File: config.mk
export PLATFORM = sky130hd
export DESIGN_NAME = bine_broadcast_partner_schedule_flat
export DESIGN_NICKNAME = d
export VERILOG_FILES = /design/src/rtl/core/bbps_pkg.sv /design/src/rtl/core/bbps_req_if.sv /design/src/rtl/core/bbps_act_if.sv /design/src/rtl/core/bine_broadcast_partner_schedule.sv /design/src/flat_wrapper.sv
export SDC_FILE = /design/constraint.sdc
export NUM_CORES = 1
export LEC_CHECK = 0
export BUFFER_PORTS_ARGS = -buffer_cell sky130_fd_sc_hd__buf_2
export CORE_MARGIN = 8
export CORE_UTILIZATION = 48
export CTS_CLUSTER_SIZE = 30
export DETAILED_ROUTE_END_ITERATION = 6
export GPL_TIMING_DRIVEN = 0
export HOLD_SLACK_MARGIN = 0.15
export PLACE_DENSITY = 0.71
export RECOVER_POWER = 25
export SYNTH_ARGS = -nofsm -noshare
export SYNTH_HDL_FRONTEND = slang
export SYNTH_SLANG_ARGS = --single-unit
export TNS_END_PERCENT = 1
File: constraint.sdc
create_clock -name clk -period 8.4 [get_ports clk]
set_input_delay 1.68 -clock clk [delete_from_list [all_inputs] [get_ports clk]]
set_output_delay 1.68 -clock clk [all_outputs]
set_load 0.005 [all_outputs]
File: src/rtl/core/bbps_pkg.sv
package bbps_pkg;

  localparam logic [10:0] MAX_RANKS = 11'd1024;
  localparam logic [11:0] NEGA_MASK = 12'hAAA;

  typedef enum logic [2:0] {
    ACT_SEND    = 3'd0,
    ACT_RECV    = 3'd1,
    ACT_WAIT    = 3'd2,
    ACT_XSEND   = 3'd3,
    ACT_XRECV   = 3'd4,
    ACT_NOTHING = 3'd5,
    ACT_INVALID = 3'd6
  } action_t;

  typedef enum logic [2:0] {
    ST_IDLE,
    ST_CHECK,
    ST_TREE,
    ST_WAIT,
    ST_EXTRA
  } state_t;

endpackage

File: src/rtl/core/bbps_req_if.sv
interface bbps_req_if;
  logic        valid;
  logic        ready;
  logic [9:0]  own_rank;
  logic [9:0]  root_rank;
  logic [10:0] group_size;
  logic        message_empty;

  modport source (
    output valid, own_rank, root_rank, group_size, message_empty,
    input  ready
  );
  modport sink (
    input  valid, own_rank, root_rank, group_size, message_empty,
    output ready
  );
endinterface

File: src/rtl/core/bbps_act_if.sv
interface bbps_act_if;
  logic              valid;
  logic              ready;
  bbps_pkg::action_t action;
  logic [9:0]        partner_rank;
  logic              last;

  modport source (
    output valid, action, partner_rank, last,
    input  ready
  );
  modport sink (
    input  valid, action, partner_rank, last,
    output ready
  );
endinterface

File: src/rtl/core/bine_broadcast_partner_schedule.sv
// Bine tree broadcast schedule generator. Each request (own rank, root, group
// size, empty flag) is latched, checked in the check state, and then answered
// with one action beat per cycle, while the output is not stalled, through a
// registered output: log2(P) tree steps for virtual ranks below P (P the
// largest power of two not above the group size), a wait, and an optional
// extra-rank send or receive, the last beat flagged by last. The input is
// ready again the cycle after the final beat is loaded, and invalid or trivial
// requests load their single beat from the check state. Every partner rank
// comes from one shared adder with a conditional subtract of the group size,
// used at most once per emitted beat. A new request is taken only once the
// previous schedule has been fully loaded into the output register; stalls
// on the result side hold the sequencer.
module bine_broadcast_partner_schedule (
  input  logic       clk,
  input  logic       rst_n,
  bbps_req_if.sink   in_req,
  bbps_act_if.source out_act
);
  import bbps_pkg::*;

  state_t      state_r, state_nxt;

  logic [9:0]  me_r, root_r;
  logic [10:0] gs_r;
  logic        empty_r;

  logic [10:0] pow2_r, pow2_nxt;
  logic [9:0]  vrank_r, vrank_nxt;
  logic [11:0] nega_r, nega_nxt;
  logic [9:0]  step_mask_r, step_mask_nxt;
  logic        holds_r, holds_nxt;

  logic        out_valid_r;
  action_t     out_action_r;
  logic [9:0]  out_partner_r;
  logic        out_last_r;

  logic        in_fire, slot_free;
  logic        emit;
  action_t     emit_action;
  logic [9:0]  emit_partner;
  logic        emit_last;

  logic        bad_req, trivial_req;
  logic [10:0] pow2_calc;
  logic [10:0] vrank_calc;
  logic [11:0] nega_calc;
  logic        ext_down, ext_up, has_extra;

  logic [10:0] low_mask;
  logic [11:0] flipped, bin;
  logic [10:0] lsbs;
  logic        recv_ok;

  // shared partner unit: (opnd + root) mod group size, opnd < group size
  logic [10:0] opnd;
  logic [11:0] psum, pred;
  logic [9:0]  partner;

  assign in_fire   = in_req.valid && in_req.ready;
  assign slot_free = !out_valid_r || out_act.ready;

  assign in_req.ready         = (state_r == ST_IDLE);
  assign out_act.valid        = out_valid_r;
  assign out_act.action       = out_action_r;
  assign out_act.partner_rank = out_partner_r;
  assign out_act.last         = out_last_r;

  assign bad_req = (gs_r == 11'd0) || (gs_r > MAX_RANKS) ||
                   ({1'b0, me_r} >= gs_r) || ({1'b0, root_r} >= gs_r);
  assign trivial_req = (gs_r == 11'd1) || empty_r;

  always_comb begin
    pow2_calc = 11'd1;
    for (int i = 0; i < 11; i++) begin
      if (gs_r[i]) pow2_calc = 11'd1 << i;
    end
  end

  assign vrank_calc = {1'b0, me_r} + ((me_r >= root_r) ? 11'd0 : gs_r) - {1'b0, root_r};
  assign nega_calc  = ({1'b0, vrank_calc} + NEGA_MASK) ^ NEGA_MASK;

  assign ext_down  = ({1'b0, vrank_r} >= pow2_r);
  assign ext_up    = ({1'b0, vrank_r} < (gs_r - pow2_r));
  assign has_extra = ext_down || ext_up;

  assign low_mask = ({1'b0, step_mask_r} << 1) - 11'd1;
  assign flipped  = nega_r ^ {1'b0, low_mask};
  assign bin      = (flipped ^ NEGA_MASK) - NEGA_MASK;
  assign lsbs     = nega_r[10:0] & low_mask;
  assign recv_ok  = (lsbs == 11'd0) || (lsbs == low_mask);

  always_comb begin
    if (state_r == ST_EXTRA) begin
      opnd = ext_down ? ({1'b0, vrank_r} - pow2_r) : (pow2_r + {1'b0, vrank_r});
    end else begin
      opnd = bin[10:0] & (pow2_r - 11'd1);
    end
  end

  assign psum    = {1'b0, opnd} + {2'b00, root_r};
  assign pred    = (psum >= {1'b0, gs_r}) ? (psum - {1'b0, gs_r}) : psum;
  assign partner = pred[9:0];

  // next state
  always_comb begin
    state_nxt = state_r;
    unique case (state_r)
      ST_IDLE: begin
        if (in_fire) state_nxt = ST_CHECK;
      end
      ST_CHECK: begin
        if (bad_req || trivial_req) begin
          if (slot_free) state_nxt = ST_IDLE;
        end else begin
          state_nxt = (vrank_calc < pow2_calc) ? ST_TREE : ST_WAIT;
        end
      end
      ST_TREE: begin
        if (slot_free && step_mask_r == 10'd1) state_nxt = ST_WAIT;
      end
      ST_WAIT: begin
        if (slot_free) state_nxt = has_extra ? ST_EXTRA : ST_IDLE;
      end
      ST_EXTRA: begin
        if (slot_free) state_nxt = ST_IDLE;
      end
      default: state_nxt = ST_IDLE;
    endcase
  end

  // beat generation and datapath updates
  always_comb begin
    emit          = 1'b0;
    emit_action   = ACT_NOTHING;
    emit_partner  = 10'd0;
    emit_last     = 1'b0;
    pow2_nxt      = pow2_r;
    vrank_nxt     = vrank_r;
    nega_nxt      = nega_r;
    step_mask_nxt = step_mask_r;
    holds_nxt     = holds_r;
    unique case (state_r)
      ST_IDLE: ;
      ST_CHECK: begin
        if (bad_req) begin
          emit        = slot_free;
          emit_action = ACT_INVALID;
          emit_last   = 1'b1;
        end else if (trivial_req) begin
          emit        = slot_free;
          emit_action = ACT_NOTHING;
          emit_last   = 1'b1;
        end else begin
          pow2_nxt      = pow2_calc;
          vrank_nxt     = vrank_calc[9:0];
          nega_nxt      = nega_calc;
          step_mask_nxt = pow2_calc[10:1];
          holds_nxt     = (me_r == root_r);
        end
      end
      ST_TREE: begin
        emit = slot_free;
        if (holds_r) begin
          emit_action  = ACT_SEND;
          emit_partner = partner;
        end else if (recv_ok) begin
          emit_action  = ACT_RECV;
          emit_partner = partner;
          if (slot_free) holds_nxt = 1'b1;
        end
        if (slot_free) step_mask_nxt = step_mask_r >> 1;
      end
      ST_WAIT: begin
        emit        = slot_free;
        emit_action = ACT_WAIT;
        emit_last   = !has_extra;
      end
      ST_EXTRA: begin
        emit         = slot_free;
        emit_action  = ext_down ? ACT_XRECV : ACT_XSEND;
        emit_partner = partner;
        emit_last    = 1'b1;
        if (slot_free && ext_down) holds_nxt = 1'b1;
      end
      default: ;
    endcase
  end

  always_ff @(posedge clk) begin
    if (!rst_n) begin
      state_r     <= ST_IDLE;
      out_valid_r <= 1'b0;
      step_mask_r <= '0;
      holds_r     <= 1'b0;
    end else begin
      state_r     <= state_nxt;
      step_mask_r <= step_mask_nxt;
      holds_r     <= holds_nxt;
      if (emit) begin
        out_valid_r <= 1'b1;
      end else if (out_act.ready) begin
        out_valid_r <= 1'b0;
      end
    end
  end

  always_ff @(posedge clk) begin
    if (in_fire) begin
      me_r    <= in_req.own_rank;
      root_r  <= in_req.root_rank;
      gs_r    <= in_req.group_size;
      empty_r <= in_req.message_empty;
    end
    pow2_r  <= pow2_nxt;
    vrank_r <= vrank_nxt;
    nega_r  <= nega_nxt;
    if (emit) begin
      out_action_r  <= emit_action;
      out_partner_r <= emit_partner;
      out_last_r    <= emit_last;
    end
  end

  a_last_returns_idle: assert property (@(posedge clk) disable iff (!rst_n)
    (emit && emit_last) |=> (state_r == ST_IDLE))
    else $error("final beat loaded but sequencer not idle");

  a_tree_mask_onehot: assert property (@(posedge clk) disable iff (!rst_n)
    (state_r == ST_TREE) |-> $onehot(step_mask_r))
    else $error("tree step mask not one-hot");

  a_no_peer_zero: assert property (@(posedge clk) disable iff (!rst_n)
    (out_valid_r && (out_action_r == ACT_WAIT || out_action_r == ACT_NOTHING ||
                     out_action_r == ACT_INVALID)) |-> (out_partner_r == 10'd0))
    else $error("nonzero partner on a peerless action");

  a_tree_actions: assert property (@(posedge clk) disable iff (!rst_n)
    (state_r == ST_TREE && emit) |->
      (emit_action == ACT_SEND || emit_action == ACT_RECV || emit_action == ACT_NOTHING))
    else $error("tree step produced a non-tree action");

endmodule

File: src/flat_wrapper.sv
// flat-port wrapper written by rule: the top's interface ports become plain ports
module bine_broadcast_partner_schedule_flat import bbps_pkg::*;
  (clk, rst_n, in_req_valid, in_req_own_rank, in_req_root_rank, in_req_group_size, in_req_message_empty, in_req_ready, out_act_valid, out_act_action, out_act_partner_rank, out_act_last, out_act_ready);
  bbps_req_if in_req_i ();
  bbps_act_if out_act_i ();
  input  logic clk;
  input  logic rst_n;
  input wire logic [$bits(in_req_i.valid)-1:0] in_req_valid;
  input wire logic [$bits(in_req_i.own_rank)-1:0] in_req_own_rank;
  input wire logic [$bits(in_req_i.root_rank)-1:0] in_req_root_rank;
  input wire logic [$bits(in_req_i.group_size)-1:0] in_req_group_size;
  input wire logic [$bits(in_req_i.message_empty)-1:0] in_req_message_empty;
  output wire logic [$bits(in_req_i.ready)-1:0] in_req_ready;
  output wire logic [$bits(out_act_i.valid)-1:0] out_act_valid;
  output wire logic [$bits(out_act_i.action)-1:0] out_act_action;
  output wire logic [$bits(out_act_i.partner_rank)-1:0] out_act_partner_rank;
  output wire logic [$bits(out_act_i.last)-1:0] out_act_last;
  input wire logic [$bits(out_act_i.ready)-1:0] out_act_ready;
  assign in_req_i.valid = in_req_valid;
  assign in_req_i.own_rank = in_req_own_rank;
  assign in_req_i.root_rank = in_req_root_rank;
  assign in_req_i.group_size = in_req_group_size;
  assign in_req_i.message_empty = in_req_message_empty;
  assign in_req_ready = in_req_i.ready;
  assign out_act_valid = out_act_i.valid;
  assign out_act_action = out_act_i.action;
  assign out_act_partner_rank = out_act_i.partner_rank;
  assign out_act_last = out_act_i.last;
  assign out_act_i.ready = out_act_ready;
  bine_broadcast_partner_schedule u_core (.clk(clk), .rst_n(rst_n), .in_req(in_req_i), .out_act(out_act_i));
endmodule
==> impl_metrics.env, run 1 <==
export IMPL_fin_worst_skew_ns=0.008374
export IMPL_clk_pin_slew_worst_paths_ns=0.07
export IMPL_run_status="finished with violations"
export IMPL_count_of_flip_flops_with_a_built_in_enable_after_synthesis=76
export IMPL_avgRoutedWirePerCell_um=18.76
export IMPL_worst_path_most_repeated_cell="sky130_fd_sc_hd__o21bai_1"
export IMPL_power_switching_fraction_pct=42.66
export IMPL_timing_critical_path_from_type="register"
export IMPL_fp_dieArea_mm2=0.02288
export IMPL_netSwitchingPower_mw=1.070
export IMPL_ys_seq_area_share_pct=29.40
export IMPL_buffer_ports_inserted=51
export IMPL_area_growth_from_synthesis_to_final_layout_pct=10.40
export IMPL_mostFrequentLayoutCell="sky130_fd_sc_hd__ha_1"
export IMPL_max_freq_ghz=0.1416
export IMPL_maxCapViolCount=1
export IMPL_grt_use_total_pct=21.43
export IMPL_clock_latency_ns=0.36
export IMPL_cts_setup_buffers=0
export IMPL_synth_lib_cells_used_distinct=72
export IMPL_place_congestion=0.9179
export IMPL_violations="max-capacitance violations, max-slew violations"
export IMPL_vias=7468
export IMPL_num_io_pins=52
export IMPL_post_dp_hpwl_um=19420
export IMPL_hold_path_class="register to register"
export IMPL_num_rows=49
export IMPL_grt_antenna_before_repair=0
export IMPL_finalSetupViolations=0
export IMPL_clock_tree_from_tritoncts="yes"
export IMPL_initial_core_util_pct=48.90
export IMPL_fp_dieW_um=151.3
export IMPL_fp_coreArea_mm2=0.01796
export IMPL_critical_path_arrival_ns=7.26
export IMPL_critical_path_endpoint_type="register"
export IMPL_final_setup_tns_ns=0
export IMPL_report_final_slew_viol_count=33
export IMPL_criticalPathCategory="register to register"
export IMPL_first_global_vias=7202
export IMPL_power_report_internal_total_mw=1.438
export IMPL_cts_sinks=91
export IMPL_root_buffer="sky130_fd_sc_hd__clkbuf_16"
export IMPL_antenna_cell_count=0
export IMPL_netlist_instances=970
export IMPL_cts_hold_repair_buffers=0
export IMPL_max_slew_worst_pin_slew_ns=1.949
export IMPL_ant_nets=0
export IMPL_finalCritPeriodShare_pct=84.10
export IMPL_sequentialPowerShare_pct=24.3
export IMPL_layout_common_cells="sky130_fd_sc_hd__ha_1 (138), sky130_fd_sc_hd__inv_1 (120), sky130_fd_sc_hd__edfxtp_1 (76)"
export IMPL_netlist_area_pre_place_mm2=0.008783
export IMPL_power_per_cell_area_mw_per_mm2=258.6
export IMPL_synth_async_reset_ratio_pct=0
export IMPL_grt_pass1_wl_um=37950
export IMPL_timing_final_hold_violations=0
export IMPL_grt_overflow_total=0
export IMPL_clkPwrFrac_pct=19.4
export IMPL_synth_avg_cell_area_um2=9.055
export IMPL_htreeDepth=3
export IMPL_timing_max_slew_rel_slack_pct=-29.99
export IMPL_crit_path_top_delay_cell="sky130_fd_sc_hd__clkbuf_1"
export IMPL_drt_vias_per_instance=5.894
export IMPL_worstPathRequired_ns=8.60
export IMPL_worstPathMaxFanout=10
export IMPL_final_instance_count_excl_fill=1267
export IMPL_totalWireLength_um=23770
export IMPL_drt_first_iter_violations=615
export IMPL_grt_max_degree=34
export IMPL_number_of_warning_messages_in_the_yosys_log=0
export IMPL_max_stage_delay_ns=0.54
export IMPL_final_layout_size_suffix_gt1_share_pct=8.960
export IMPL_final_nets=1222
export IMPL_vdd_ir_drop_max_uv=134.3
export IMPL_p_leak_nw=4.313
export IMPL_floorplan_die_height_um=151.3
export IMPL_placedCellCount=1251
export IMPL_combinationalPowerShare_pct=56.3
export IMPL_cts_max_path_buffers=2
export IMPL_ys_seq_elements=91
export IMPL_rsz0062_at_grt="false"
export IMPL_numCtsBuffers=9
export IMPL_synth_flop_cell="sky130_fd_sc_hd__edfxtp_1"
export IMPL_finalCriticalPeriod_ns=7.064
export IMPL_cts_resized=0
export IMPL_drcViolationCount=0
export IMPL_firstDrtPassIters=5
export IMPL_post_synth_net_total=1159
synthesized netlist by cell type, drive strengths merged (5+ instances only):
master / instances / share of area [%]
inv: 120 / 5.1
nand3: 32 / 1.8
or3: 10 / 0.71
dfxtp: 15 / 3.4
a211oi: 19 / 1.7
nor4: 8 / 0.57
a21o: 17 / 1.5
nand2b: 21 / 1.5
xor2: 30 / 3.0
o21bai: 12 / 1.0
edfxtp: 76 / 26
nand3b: 5 / 0.43
o21ai: 49 / 2.9
nor2b: 10 / 0.71
fa: 15 / 3.4
o31ai: 12 / 1.1
o211ai: 5 / 0.43
a21oi: 58 / 3.3
xnor2: 40 / 4.0
nor3b: 6 / 0.51
nor2: 59 / 2.5
and2: 10 / 0.74
and3: 6 / 0.54
ha: 138 / 20
buf: 8 / 0.60
nand2: 58 / 2.5
o41ai: 5 / 0.50
nand4: 12 / 0.85
clkbuf: 17 / 0.74
a31oi: 8 / 0.57
o21a: 9 / 0.77
nor3: 28 / 1.6
routing by layer:
metal / GRT usage (%) / vias to the layer above / share of wire (%)
li1: - / 3608 / -
met1: 28.37 / 3534 / 44
met2: 34.24 / 278 / 45
met3: 2.838 / 48 / 6.9
met4: 9.599 / 0 / 3.4
met5: 0 / - / 0
metrics by stage:
stage | power [mW] | hold WS, ns | setup slack [ns] | util (%) | area [um^2]
global route | 2.677 | 0.5010 | 0.9975 | 53.98 | 9697
CTS | 2.506 | 0.4908 | 1.446 | 53.99 | 9699
detailed placement | 2.012 | 0.4767 | 1.464 | 52.06 | 9351
floorplan | 1.655 | 0.4206 | 2.481 | - | 8783
finish | 2.508 | 0.4936 | 1.336 | 53.98 | 9697
global placement | 1.981 | 0.4754 | 1.493 | 51.91 | 9325
sequential cells by signal, indices dropped and copies added, names as in the netlist:
signal / cells
u_core.gs_r: 11
u_core.vrank_r: 8
u_core.holds_r: 1
u_core.out_act.last: 1
u_core.pow2_r: 11
u_core.out_act.valid: 1
u_core.out_act.action: 3
u_core.nega_r: 11
u_core.out_act.partner_rank: 10
u_core.me_r: 10
u_core.state_r: 3
u_core.step_mask_r: 10
u_core.empty_r: 1
u_core.root_r: 10
cell type report:
type,count,area [um^2]
Multi-Input combinational cell,734,5644
Clock buffer,9,225.2
Tap cell,229,286.5
Timing Repair Buffer,52,269.0
Inverter,120,450.4
Clock inverter,7,122.6
Buffer,25,116.4
Fill cell,1633,8267
Sequential cell,91,2582
cell families after synthesis:
group / after synthesis / share of synthesized area [%]
AO/OA/AOI/OAI: 229 / 17.32
XOR/XNOR: 70 / 6.980
adder cells (fa/ha/maj): 153 / 23.08
buffers and inverters: 145 / 6.467
flip-flops: 91 / 29.40
multiplexers: 4 / 0.4559
AND/OR/NAND/NOR: 278 / 16.30
critical path, delay by kind of cell (launching register included):
family | cells | cell delay, ns
AO/OA/AOI/OAI | 14 | 2.90
XOR/XNOR | 2 | 0.34
adder cells (fa/ha/maj) | 3 | 0.94
buffers and inverters | 4 | 0.86
flip-flops | 1 | 0.46
multiplexers | 1 | 0.29
AND/OR/NAND/NOR | 4 | 1.10
final timing paths:
check,from,to,slack (ns),cells after the start
hold reg to reg,u_core.gs_r[10],u_core.pow2_r[10],0.49,0
setup reg to reg,u_core.pow2_r[5],u_core.out_act.partner_rank[0],1.34,28
hold / removal,u_core.gs_r[10],u_core.pow2_r[10],0.49,0
setup / recovery,u_core.pow2_r[5],u_core.out_act.partner_rank[0],1.34,28
power groups by stage:
| stage | Clock (mW) | Sequential [mW] | Combinational, mW |
|---|---|---|---|
| detailed placement | 0 | 0.616 | 1.40 |
| CTS | 0.493 | 0.606 | 1.41 |
| floorplan | 0 | 0.600 | 1.06 |
| global route | 0.506 | 0.612 | 1.56 |
| global placement | 0 | 0.616 | 1.37 |
| finish | 0.487 | 0.608 | 1.41 |
No activity file was read; power rests on OpenSTA's default activity.
==> inputs of run 2 (changes only) <==
==> constraint.sdc (replaced) <==
create_clock -name clk -period 6.6 [get_ports clk]
set_input_delay 1.32 -clock clk [delete_from_list [all_inputs] [get_ports clk]]
set_output_delay 1.32 -clock clk [all_outputs]
set_load 0.005 [all_outputs]
==> impl_metrics.env, run 2 (synthesized netlist as in run 1, its figures left out) <==
export IMPL_final_nets=1229
export IMPL_critical_path_endpoint_type="register"
export IMPL_critical_path_arrival_ns=6.53
export IMPL_placedCellCount=1251
export IMPL_fp_dieArea_mm2=0.02288
export IMPL_max_freq_ghz=0.1578
export IMPL_mostFrequentLayoutCell="sky130_fd_sc_hd__ha_1"
export IMPL_worst_r2r_setup_slack_ns=0.26
export IMPL_report_power_total_mw=3.220
export IMPL_drt_first_iter_violations=667
export IMPL_criticalPathCategory="register to register"
export IMPL_worstPathRequired_ns=6.80
export IMPL_fin_worst_skew_ns=0.01114
export IMPL_crit_path_top_delay_cell="sky130_fd_sc_hd__or4b_4"
export IMPL_max_slew_worst_pin_slew_ns=1.955
export IMPL_cpLargestDelayFamily="compound AO/OA/AOI/OAI gates"
export IMPL_netSwitchingPower_mw=1.374
export IMPL_power_per_cell_area_mw_per_mm2=327.3
export IMPL_worst_path_most_repeated_cell="sky130_fd_sc_hd__o21bai_1"
export IMPL_timing_max_slew_rel_slack_pct=-30.41
export IMPL_finalCriticalPeriod_ns=6.338
export IMPL_power_report_internal_total_mw=1.847
export IMPL_worstPathMaxFanout=10
export IMPL_violations="max-capacitance violations, max-slew violations"
export IMPL_hold_path_class="register to register"
export IMPL_grt_max_degree=34
export IMPL_drt_vias_per_instance=5.871
export IMPL_maxCapViolCount=1
export IMPL_finalSetupViolations=0
export IMPL_fp_coreArea_mm2=0.01796
export IMPL_num_io_pins=52
export IMPL_layout_common_cells="sky130_fd_sc_hd__ha_1 (137), sky130_fd_sc_hd__inv_1 (120), sky130_fd_sc_hd__edfxtp_1 (76)"
export IMPL_floorplan_die_height_um=151.3
export IMPL_clk_pin_slew_worst_paths_ns=0.08
export IMPL_grt_overflow_total=0
export IMPL_area_growth_from_synthesis_to_final_layout_pct=12.02
export IMPL_hold_worst_slack_ns=0.4845
export IMPL_vias=7480
export IMPL_r2r_start="u_core.pow2_r[2]"
export IMPL_grt_pass1_wl_um=38070
export IMPL_drcViolationCount=0
export IMPL_setup_worst_path_end="u_core.out_act.partner_rank[0]"
export IMPL_p_leak_nw=4.368
export IMPL_r2r_end="u_core.out_act.partner_rank[0]"
export IMPL_grt_use_total_pct=21.52
export IMPL_vdd_ir_drop_max_uv=168.6
export IMPL_final_instance_count_excl_fill=1274
export IMPL_htreeDepth=3
export IMPL_clkPwrFrac_pct=19.3
export IMPL_timing_critical_path_from_type="register"
export IMPL_cts_sinks=91
export IMPL_totalWireLength_um=24020
export IMPL_cts_max_path_buffers=2
export IMPL_antenna_cell_count=0
export IMPL_firstDrtPassIters=6
export IMPL_num_rows=49
export IMPL_avgRoutedWirePerCell_um=18.85
export IMPL_numCtsBuffers=9
export IMPL_max_stage_delay_ns=0.49
export IMPL_buffer_ports_inserted=51
export IMPL_ant_nets=0
export IMPL_clock_latency_ns=0.36
export IMPL_power_switching_fraction_pct=42.66
export IMPL_place_congestion=0.9179
export IMPL_finalCritPeriodShare_pct=96.03
export IMPL_critPathBufInv=4
export IMPL_run_status="finished with violations"
export IMPL_final_layout_size_suffix_gt1_share_pct=10.81
export IMPL_fp_dieW_um=151.3
export IMPL_finish_utilization_pct=54.77
export IMPL_biggestRegsByFlops="u_core.gs_r x11, u_core.nega_r x11, u_core.pow2_r x11"
export IMPL_sequentialPowerShare_pct=24.0
export IMPL_initial_core_util_pct=48.90
export IMPL_combinationalPowerShare_pct=56.7
export IMPL_cp_num_cells=28
export IMPL_final_fill_count=1622
export IMPL_r2r_worst_path_cells=28
export IMPL_final_setup_tns_ns=0
export IMPL_root_buffer="sky130_fd_sc_hd__clkbuf_16"
export IMPL_grt_antenna_before_repair=0
export IMPL_timing_critical_path_from="u_core.pow2_r[2]"
export IMPL_clock_tree_from_tritoncts="yes"
export IMPL_report_final_slew_viol_count=33
export IMPL_first_global_vias=7221
export IMPL_post_dp_hpwl_um=19420
export IMPL_timing_final_hold_violations=0
==> run 2: cell count changes in the layout (fill, tap and decap cells not counted), moves of 2 or more <==
| cell | before | now |
|---|---|---|
| sky130_fd_sc_hd__a311oi_1 | 2 | 0 |
| sky130_fd_sc_hd__a21oi_2 | 1 | 4 |
| sky130_fd_sc_hd__o21ai_0 | 47 | 45 |
| sky130_fd_sc_hd__a311oi_2 | 0 | 2 |
| sky130_fd_sc_hd__buf_4 | 3 | 10 |
| sky130_fd_sc_hd__clkbuf_1 | 18 | 16 |
| sky130_fd_sc_hd__a21oi_1 | 57 | 54 |
==> run 2: how the worst min path moves through the flow <==
stage	start	end	slack [ns]	depth (start not counted)
finish	u_core.gs_r[10]	u_core.pow2_r[10]	0.48	0
global route	u_core.gs_r[10]	u_core.pow2_r[10]	0.50	0
CTS	u_core.gs_r[10]	u_core.pow2_r[10]	0.49	0
floorplan	u_core.gs_r[10]	u_core.pow2_r[10]	0.42	0
global placement	u_core.gs_r[10]	u_core.pow2_r[10]	0.48	0
detailed placement	u_core.gs_r[10]	u_core.pow2_r[10]	0.48	0
==> run 2: area by class of cell <==
class,instances,area (um^2),share of cell area [%]
Clock inverter,7,122.6,1.246
Inverter,120,450.4,4.578
Clock buffer,9,225.2,2.289
Buffer,25,131.4,1.335
Timing Repair Buffer,59,321.6,3.268
Tap cell,229,286.5,2.912
Multi-Input combinational cell,734,5719,58.13
Sequential cell,91,2582,26.25
==> run 2: stage by stage <==
stage | cell area, um^2 | worst slack [ns]
floorplan | 8783 | 0.6808
global placement | 9325 | -0.3070
detailed placement | 9351 | -0.3360
CTS | 9717 | 0.02999
global route | 9839 | -0.02612
finish | 9839 | 0.2623
==> run 2: per-layer routing <==
layer / share of wire (%) / GRT usage [%] / vias up
met5: 0 / 0 / -
met1: 46 / 28.45 / 3554
met3: 5.8 / 2.838 / 54
met4: 3.8 / 9.599 / 0
li1: - / - / 3622
met2: 45 / 34.47 / 250
==> run 2: power by group through the flow <==
stage                     clock [mW]  sequential (mW)  combinational [mW]
after floorplan                    0            0.763                1.34
after global placement             0            0.784                1.74
after detailed placement           0            0.784                1.78
after CTS                      0.628            0.772                1.79
after global routing           0.644            0.778                2.02
final                          0.621            0.774                1.82
==> run 2: repair_timing <==
item,CTS,global route
hold buffers,0,0
gates resized for setup,6,16
pin swaps,0,2
setup endpoints to repair,10,10
setup buffers,0,7
